File: src/hdl/dde_pkg.sv
// shared types and constants for the digram dictionary encoder
// no dependencies
`timescale 1ns / 1ps

package dde_pkg;

  localparam int DICT_SIZE = 128;
  localparam int IDX_W     = $clog2(DICT_SIZE);
  localparam int CNT_W     = $clog2(DICT_SIZE + 1);

  localparam logic [7:0] CODE_BASE = 8'd128;

  typedef enum logic [1:0] {
    FUNC_LOAD = 2'd0,
    FUNC_DATA = 2'd1,
    FUNC_EOS  = 2'd2,
    FUNC_NONE = 2'd3
  } func_t;

  typedef struct packed {
    logic [7:0] first;
    logic [7:0] second;
  } pair_t;

  // result handed from the sequencer to the output register
  typedef struct packed {
    logic       valid;
    logic [7:0] out_byte;
    logic       is_code;
    logic       last;
  } res_t;

endpackage

File: src/hdl/digram_dictionary_encoder.sv
// top level of the digram dictionary encoder: config register, output register
// depends on dde_pkg, dde_dict, dde_ctrl
`timescale 1ns / 1ps

// Greedy digram encoder. Load items (func 0) write a byte pair into one of 128
// dictionary slots. A data item (func 1) that arrives with no byte held only
// holds it; otherwise the pair of held byte and new byte is compared against
// slots 0 .. min(dict_entries,128)-1, lowest first, and either the code
// 128+index or the held byte as a literal comes out. The search runs through
// the single read port of the dictionary store feeding one pair comparator,
// one slot a cycle, stops at the first match, and then hands the result over.
// End of stream (func 2) flushes a held byte marked last. in_stall is high
// while an item is being worked on. Results leave through an output register,
// so a stalled result does not block new items until the next result is ready.
// cfg_data sets dict_entries; the user must write it only while the block is
// idle, and the block itself does not enforce it.
module digram_dictionary_encoder (
  input  logic       clk,
  input  logic       rst_n,
  input  logic       in_valid,
  output logic       in_stall,
  input  logic [1:0] in_func,
  input  logic [6:0] in_entry_index,
  input  logic [7:0] in_first_byte,
  input  logic [7:0] in_second_byte,
  input  logic [7:0] in_data_byte,
  output logic       out_valid,
  input  logic       out_stall,
  output logic [7:0] out_byte,
  output logic       out_is_code,
  output logic       out_last,
  input  logic       cfg_valid,
  output logic       cfg_ready,
  input  logic [7:0] cfg_data
);
  import dde_pkg::*;

  logic [7:0]       dict_entries_r;
  logic [CNT_W-1:0] limit;
  logic             accept;
  logic             busy;
  logic             wr_en;
  logic             out_free;
  logic [IDX_W-1:0] rd_addr;
  pair_t            wr_data;
  pair_t            rd_data;
  res_t             res;

  logic       out_valid_r;
  logic [7:0] out_byte_r;
  logic       out_is_code_r;
  logic       out_last_r;

  assign cfg_ready = 1'b1;

  always_ff @(posedge clk) begin
    if (!rst_n) begin
      dict_entries_r <= '0;
    end else if (cfg_valid && cfg_ready) begin
      dict_entries_r <= cfg_data;
    end
  end

  // counts above the store depth search the whole store
  assign limit = (dict_entries_r > 8'(DICT_SIZE)) ? CNT_W'(DICT_SIZE)
                                                  : CNT_W'(dict_entries_r);

  assign in_stall = busy;
  assign accept   = in_valid && !in_stall;
  assign wr_en    = accept && (func_t'(in_func) == FUNC_LOAD)
                    && ({1'b0, in_entry_index} < 8'(DICT_SIZE));
  assign wr_data.first  = in_first_byte;
  assign wr_data.second = in_second_byte;

  dde_dict u_dict (
    .clk     (clk),
    .wr_en   (wr_en),
    .wr_addr (in_entry_index[IDX_W-1:0]),
    .wr_data (wr_data),
    .rd_addr (rd_addr),
    .rd_data (rd_data)
  );

  assign out_free = !out_valid_r || !out_stall;

  dde_ctrl u_ctrl (
    .clk       (clk),
    .rst_n     (rst_n),
    .accept    (accept),
    .func      (in_func),
    .data_byte (in_data_byte),
    .limit     (limit),
    .rd_data   (rd_data),
    .out_free  (out_free),
    .rd_addr   (rd_addr),
    .busy      (busy),
    .res       (res)
  );

  always_ff @(posedge clk) begin
    if (!rst_n) begin
      out_valid_r <= 1'b0;
    end else if (out_free) begin
      out_valid_r <= res.valid;
    end
    if (out_free && res.valid) begin
      out_byte_r    <= res.out_byte;
      out_is_code_r <= res.is_code;
      out_last_r    <= res.last;
    end
  end

  assign out_valid   = out_valid_r;
  assign out_byte    = out_byte_r;
  assign out_is_code = out_is_code_r;
  assign out_last    = out_last_r;

endmodule

File: src/hdl/dde_dict.sv
// dictionary store: one write port, one registered read port
// depends on dde_pkg
`timescale 1ns / 1ps

module dde_dict (
  input  logic                     clk,
  input  logic                     wr_en,
  input  logic [dde_pkg::IDX_W-1:0] wr_addr,
  input  dde_pkg::pair_t           wr_data,
  input  logic [dde_pkg::IDX_W-1:0] rd_addr,
  output dde_pkg::pair_t           rd_data
);
  import dde_pkg::*;

  pair_t mem [DICT_SIZE];
  pair_t rd_data_r;

  always_ff @(posedge clk) begin
    if (wr_en) begin
      mem[wr_addr] <= wr_data;
    end
    rd_data_r <= mem[rd_addr];
  end

  assign rd_data = rd_data_r;

endmodule

File: src/hdl/dde_ctrl.sv
// sequencer: holds the pending byte and scans the dictionary one entry a cycle
// through a single pair comparator; depends on dde_pkg
`timescale 1ns / 1ps

module dde_ctrl (
  input  logic                       clk,
  input  logic                       rst_n,
  input  logic                       accept,
  input  logic [1:0]                 func,
  input  logic [7:0]                 data_byte,
  input  logic [dde_pkg::CNT_W-1:0]  limit,
  input  dde_pkg::pair_t             rd_data,
  input  logic                       out_free,
  output logic [dde_pkg::IDX_W-1:0]  rd_addr,
  output logic                       busy,
  output dde_pkg::res_t              res
);
  import dde_pkg::*;

  typedef enum logic [1:0] {
    ST_IDLE,
    ST_SCAN,
    ST_DONE
  } state_t;

  state_t            state_r, state_nxt;
  logic [7:0]        held_byte_r, held_byte_nxt;
  logic              held_valid_r, held_valid_nxt;
  logic [7:0]        cur_byte_r, cur_byte_nxt;
  logic [CNT_W-1:0]  cnt_r, cnt_nxt;
  logic              cmp_valid_r, cmp_valid_nxt;
  logic [IDX_W-1:0]  cmp_idx_r, cmp_idx_nxt;
  res_t              res_r, res_nxt;

  logic issue;
  logic match;

  assign issue   = (cnt_r < limit);
  assign match   = cmp_valid_r && (rd_data.first == held_byte_r)
                   && (rd_data.second == cur_byte_r);
  assign rd_addr = cnt_r[IDX_W-1:0];

  always_comb begin
    state_nxt      = state_r;
    held_byte_nxt  = held_byte_r;
    held_valid_nxt = held_valid_r;
    cur_byte_nxt   = cur_byte_r;
    cnt_nxt        = cnt_r;
    cmp_valid_nxt  = 1'b0;
    cmp_idx_nxt    = cmp_idx_r;
    res_nxt        = res_r;
    case (state_r)
      ST_IDLE: begin
        res_nxt.valid = 1'b0;
        if (accept) begin
          case (func_t'(func))
            FUNC_DATA: begin
              if (!held_valid_r) begin
                held_byte_nxt  = data_byte;
                held_valid_nxt = 1'b1;
              end else begin
                cur_byte_nxt = data_byte;
                cnt_nxt      = '0;
                state_nxt    = ST_SCAN;
              end
            end
            FUNC_EOS: begin
              if (held_valid_r) begin
                res_nxt.valid    = 1'b1;
                res_nxt.out_byte = held_byte_r;
                res_nxt.is_code  = 1'b0;
                res_nxt.last     = 1'b1;
                held_valid_nxt   = 1'b0;
                held_byte_nxt    = '0;
                state_nxt        = ST_DONE;
              end
            end
            default: begin
              // loads are written straight into the store, func 3 is dropped
            end
          endcase
        end
      end
      ST_SCAN: begin
        // read of entry cnt overlaps the compare of entry cnt-1
        cmp_valid_nxt = issue;
        cmp_idx_nxt   = cnt_r[IDX_W-1:0];
        if (issue) begin
          cnt_nxt = cnt_r + 1'b1;
        end
        if (match) begin
          res_nxt.valid    = 1'b1;
          res_nxt.out_byte = CODE_BASE + {{(8-IDX_W){1'b0}}, cmp_idx_r};
          res_nxt.is_code  = 1'b1;
          res_nxt.last     = 1'b0;
          held_valid_nxt   = 1'b0;
          held_byte_nxt    = '0;
          cmp_valid_nxt    = 1'b0;
          state_nxt        = ST_DONE;
        end else if (!issue) begin
          res_nxt.valid    = 1'b1;
          res_nxt.out_byte = held_byte_r;
          res_nxt.is_code  = 1'b0;
          res_nxt.last     = 1'b0;
          held_byte_nxt    = cur_byte_r;
          cmp_valid_nxt    = 1'b0;
          state_nxt        = ST_DONE;
        end
      end
      ST_DONE: begin
        if (out_free) begin
          res_nxt.valid = 1'b0;
          state_nxt     = ST_IDLE;
        end
      end
      default: begin
        state_nxt = ST_IDLE;
      end
    endcase
  end

  always_ff @(posedge clk) begin
    if (!rst_n) begin
      state_r      <= ST_IDLE;
      held_byte_r  <= '0;
      held_valid_r <= 1'b0;
      cmp_valid_r  <= 1'b0;
      res_r.valid  <= 1'b0;
    end else begin
      state_r      <= state_nxt;
      held_byte_r  <= held_byte_nxt;
      held_valid_r <= held_valid_nxt;
      cmp_valid_r  <= cmp_valid_nxt;
      res_r.valid  <= res_nxt.valid;
    end
    cur_byte_r       <= cur_byte_nxt;
    cnt_r            <= cnt_nxt;
    cmp_idx_r        <= cmp_idx_nxt;
    res_r.out_byte   <= res_nxt.out_byte;
    res_r.is_code    <= res_nxt.is_code;
    res_r.last       <= res_nxt.last;
  end

  assign busy = (state_r != ST_IDLE);
  // result is offered only while waiting in the done state
  always_comb begin
    res       = res_r;
    res.valid = res_r.valid && (state_r == ST_DONE);
  end

endmodule

File: config.mk
export PLATFORM = sky130hd
export DESIGN_NAME = digram_dictionary_encoder
export DESIGN_NICKNAME = d
export VERILOG_FILES = /design/src/hdl/dde_pkg.sv /design/src/hdl/digram_dictionary_encoder.sv /design/src/hdl/dde_dict.sv /design/src/hdl/dde_ctrl.sv
export SDC_FILE = /design/constraint.sdc
export NUM_CORES = 2
export LEC_CHECK = 0
export BUFFER_PORTS_ARGS = -buffer_cell sky130_fd_sc_hd__buf_2
export CAP_MARGIN = 20
export CORE_MARGIN = 4
export CORE_UTILIZATION = 40
export CTS_CLUSTER_DIAMETER = 100
export CTS_CLUSTER_SIZE = 8
export DETAILED_ROUTE_END_ITERATION = 7
export HOLD_SLACK_MARGIN = 0.06
export MAX_ROUTING_LAYER = met4
export RECOVER_POWER = 100
export SLEW_MARGIN = 20
export SYNTH_ARGS = -nofsm -noshare
export SYNTH_HDL_FRONTEND = slang
export SYNTH_SLANG_ARGS = --single-unit
File: constraint.sdc
create_clock -name clk -period 8.75 [get_ports clk]
set_input_delay 1.75 -clock clk [delete_from_list [all_inputs] [get_ports clk]]
set_output_delay 1.75 -clock clk [all_outputs]
set_load 0.02 [all_outputs]
==> reports/metrics.cfg <==
[grt]
grt_pass1_wl_mm=304
grt_pass1_vias=40188
use_met1=0.283
grt_max_degree=108
gr-usage-met3=0.0410
antenna_found_initial=5
grt_use_met2=0.315
grt.overflow.total=0
grt_use_total=0.206
grt_busiest_layer=met2

[outcome]
violations=capacitance limit, slew limit
status=finished, violations left

[clock_network]
cts_tree=yes
cts_resized=0
clock_latency_ns=0.91
numClockSinks=2129
numCtsBuffers=316
cts_root_buffer=clkbuf_16
clk_pin_slew_ns=0.05
clock_path_buffers=4
ctsHoldBuffers=0
cts_setup_buffers=0
h-tree-depth=5

[worst_setup_path]
cp.required_ns=9.55
cp-start-kind=register
reg2regPathDepth=6
max_stage_delay_ns=2.31
crit_start=u_ctrl.cnt_r[2]
path_depth=6
crit_path_top_delay_cell=clkbuf_1
critPathMaxFanout=41
reg2reg_from=u_ctrl.cnt_r[2]
timing.rr.end=u_dict.rd_data[2]
worst_setup_path_end_kind=register
crit_family=buffers and inverters
cp_common_cell=clkbuf_1
path_buf_inv=2
reg2reg_slack_ns=2.61
crit_chain=clkbuf_1 -> nor2_1 -> clkbuf_1 -> a221oi_1 -> o22ai_1 -> o31a_1
endpoint=u_dict.rd_data[2]
path_class=register to register
arrival_ns=6.94

[cells_and_area]
layoutNonFillerInstCount=6752
area_growth_pct=14.3
layout-drive-gt1-share=0.234
nNetsFinal=4055

[logic_synthesis]
synth_nets=3731
ys_seq_area_frac=0.774
ys.flop_type=edfxtp_1
synth_cell_types=64
async_flop_share=0
ys_ff_latch=2129
ys_warn_count=0
synth_edf_count=2091
synth.avg_cell_area_um2=22.4
syn_inst=3671
netlist_area_um2=82100

[die]
rows=166
die-area_um2=213000
ioPinCount=59
die_y_um=461
die_w_um=461
initial_core_util=0.402
coreArea_um2=204000

[timing]
hold_viol_final=0
clock_skew_ns=0.0603
finalMaxSlewViolations=1906
post-route-period-util=0.702
rsz0062_at_grt=false
fmax_ghz=0.163
setup_ws_ns=2.61
period_needed_ns=6.14
slew-limit-headroom=-1.77
setup_tns_ns=0
worst_pin_slew_ns=4.15
finalSetupViolCount=0

[run]
drv_cap=74

[routing]
routed_wirelength_mm=213
wl_per_cell_um=31.6
vias=39809
vias_per_cell=5.90
dr.pass1.iters=6
ant_nets=0
dr.first_iter.drc_count=4571
drc=0

[placement]
post-dp-hpwl_mm=125
io_buffer_count=57
place_ws_ns=3.70
gp_congestion=0.846
dpl.cell_count=6365

[power]
p_leak_nw=29.2
finalPower_mw=22.6
power_density_nw_per_um2=241
vdd_drop_max_mv=0.158

[min_path]
hp-class=register to register

report_power, final:
group	switching, mW	total [mW]	internal (mW)
logic	0.523	0.752	0.229
clock network	4.02	10.5	6.53
registers	0.0301	11.3	11.3
total	4.57	22.6	18.0
metrics by stage:
step,utilization,instance area (µm²),hold WS [ns]
after floorplan,-,82100,0.400
after global placement,0.421,86100,0.401
after detailed placement,0.421,86100,0.405
after CTS,0.462,94400,0.416
after global routing,0.459,93900,0.418
final,0.459,93900,0.416
layout make-up:
type / count / area [µm²]
well taps: 2688 / 3360
multi-input cells: 1328 / 17400
clock inverters: 10 / 126
diodes: 4 / 10.0
fillers: 16979 / 111000
inverters: 20 / 82.6
clock buffers: 373 / 8250
repair buffers: 200 / 1080
flip-flops and latches: 2129 / 63600
synthesized netlist by cell type (3+ instances only):
master     number  area [µm²]
edfxtp_1     2091       62800
mux4_2        546       12300
nor2_1        168         631
mux2i_1       128        1280
nand2_1        90         338
clkbuf_1       61         229
buf_2          59         295
a22oi_1        53         398
a21oi_1        43         215
buf_4          38         285
dfxtp_1        38         761
nand3_1        28         140
o21ai_0        26         130
o22ai_1        21         131
buf_6          20         225
inv_1          19        71.3
nor2b_1        19         119
xor2_1         17         149
buf_1          16        60.1
a221oi_1       15         131
o221ai_1       15         131
ha_1           14         175
a211oi_1       12        90.1
nor3_1         10        50.1
o211a_1        10         100
nand4_1         9        56.3
o211ai_1        9        67.6
a22o_1          8        70.1
a31oi_1         8        50.1
and2_1          8        50.1
a2111oi_0       7        61.3
nand3b_1        6        45.0
nor4_1          5        31.3
a32oi_1         4        35.0
xnor2_1         4        35.0
and3_1          3        18.8
mux2_2          3        33.8
nand4b_1        3        26.3
o21a_1          3        22.5
worst min-delay path by stage:
stage             startpoint           to  slack, ns  depth (start not counted)
2_1_floorplan  u_ctrl.res[2]  out_byte[0]       0.40                          0
3_3_place_gp   u_ctrl.res[8]  out_byte[6]       0.40                          0
3_5_place_dp   u_ctrl.res[6]  out_byte[4]       0.41                          0
4_1_cts        u_ctrl.res[6]  out_byte[4]       0.42                          0
5_1_grt        u_ctrl.res[6]  out_byte[4]       0.42                          0
6_report       u_ctrl.res[7]  out_byte[5]       0.42                          0
registers in the layout, indices dropped and copies added, names as in the netlist:
name                 count
u_dict.mem            2048
u_dict.rd_data          16
u_ctrl.res              10
dict_entries_r           8
out_byte                 8
u_ctrl.cnt_r             8
u_ctrl.cur_byte_r        8
u_ctrl.held_byte_r       8
u_ctrl.cmp_idx_r         7
u_ctrl.state_r           2
out_is_code              1
out_last                 1
out_valid                1
u_ctrl.cmp_valid_r       1
u_ctrl.held_valid_r      1
u_ctrl.res_r             1
cells by family after synthesis:
logic type | share of synthesized area
compound gates | 0.0220
buf+inv | 0.0142
xor+xnor | 0.00224
flops | 0.774
mux | 0.166
fa+ha+maj | 0.00213
simple gates | 0.0194
other cells | 0.0000457
layout by cell type, fill, tap and decap left out, types with 10 or more instances in the layout:
cell type and count:
mux2i_1 128, buf_2 16, a22oi_1 53, nor3_1 10, xor2_1 17, buf_12 10, nand3_1 28, edfxtp_1 2091
nand2_1 90, clkbuf_16 322, o22ai_1 21, o211a_1 10, a21oi_1 43, buf_4 38, ha_1 14, nor2_1 167
inv_1 18, nor2b_1 18, o221ai_1 15, o21ai_0 27, a211oi_1 12, a221oi_1 15, clkbuf_1 186, dfxtp_1 38
mux4_2 546
worst register-to-register path: cells and delay by family (launching register included):
family                 cells  cell delay, ns
buffers and inverters      2            3.03
AOI/OAI and AO/OA          3            1.52
and+or+nand+nor            1            1.02
DFF                        1            0.46
per-layer routing:
metal | share of wire | vias up
li1 | - | 16127
met1 | 0.41 | 21443
met2 | 0.48 | 1887
met3 | 0.079 | 352
met4 | 0.027 | 0
met5 | 0 | -
Power figures use the tool's default switching activity.
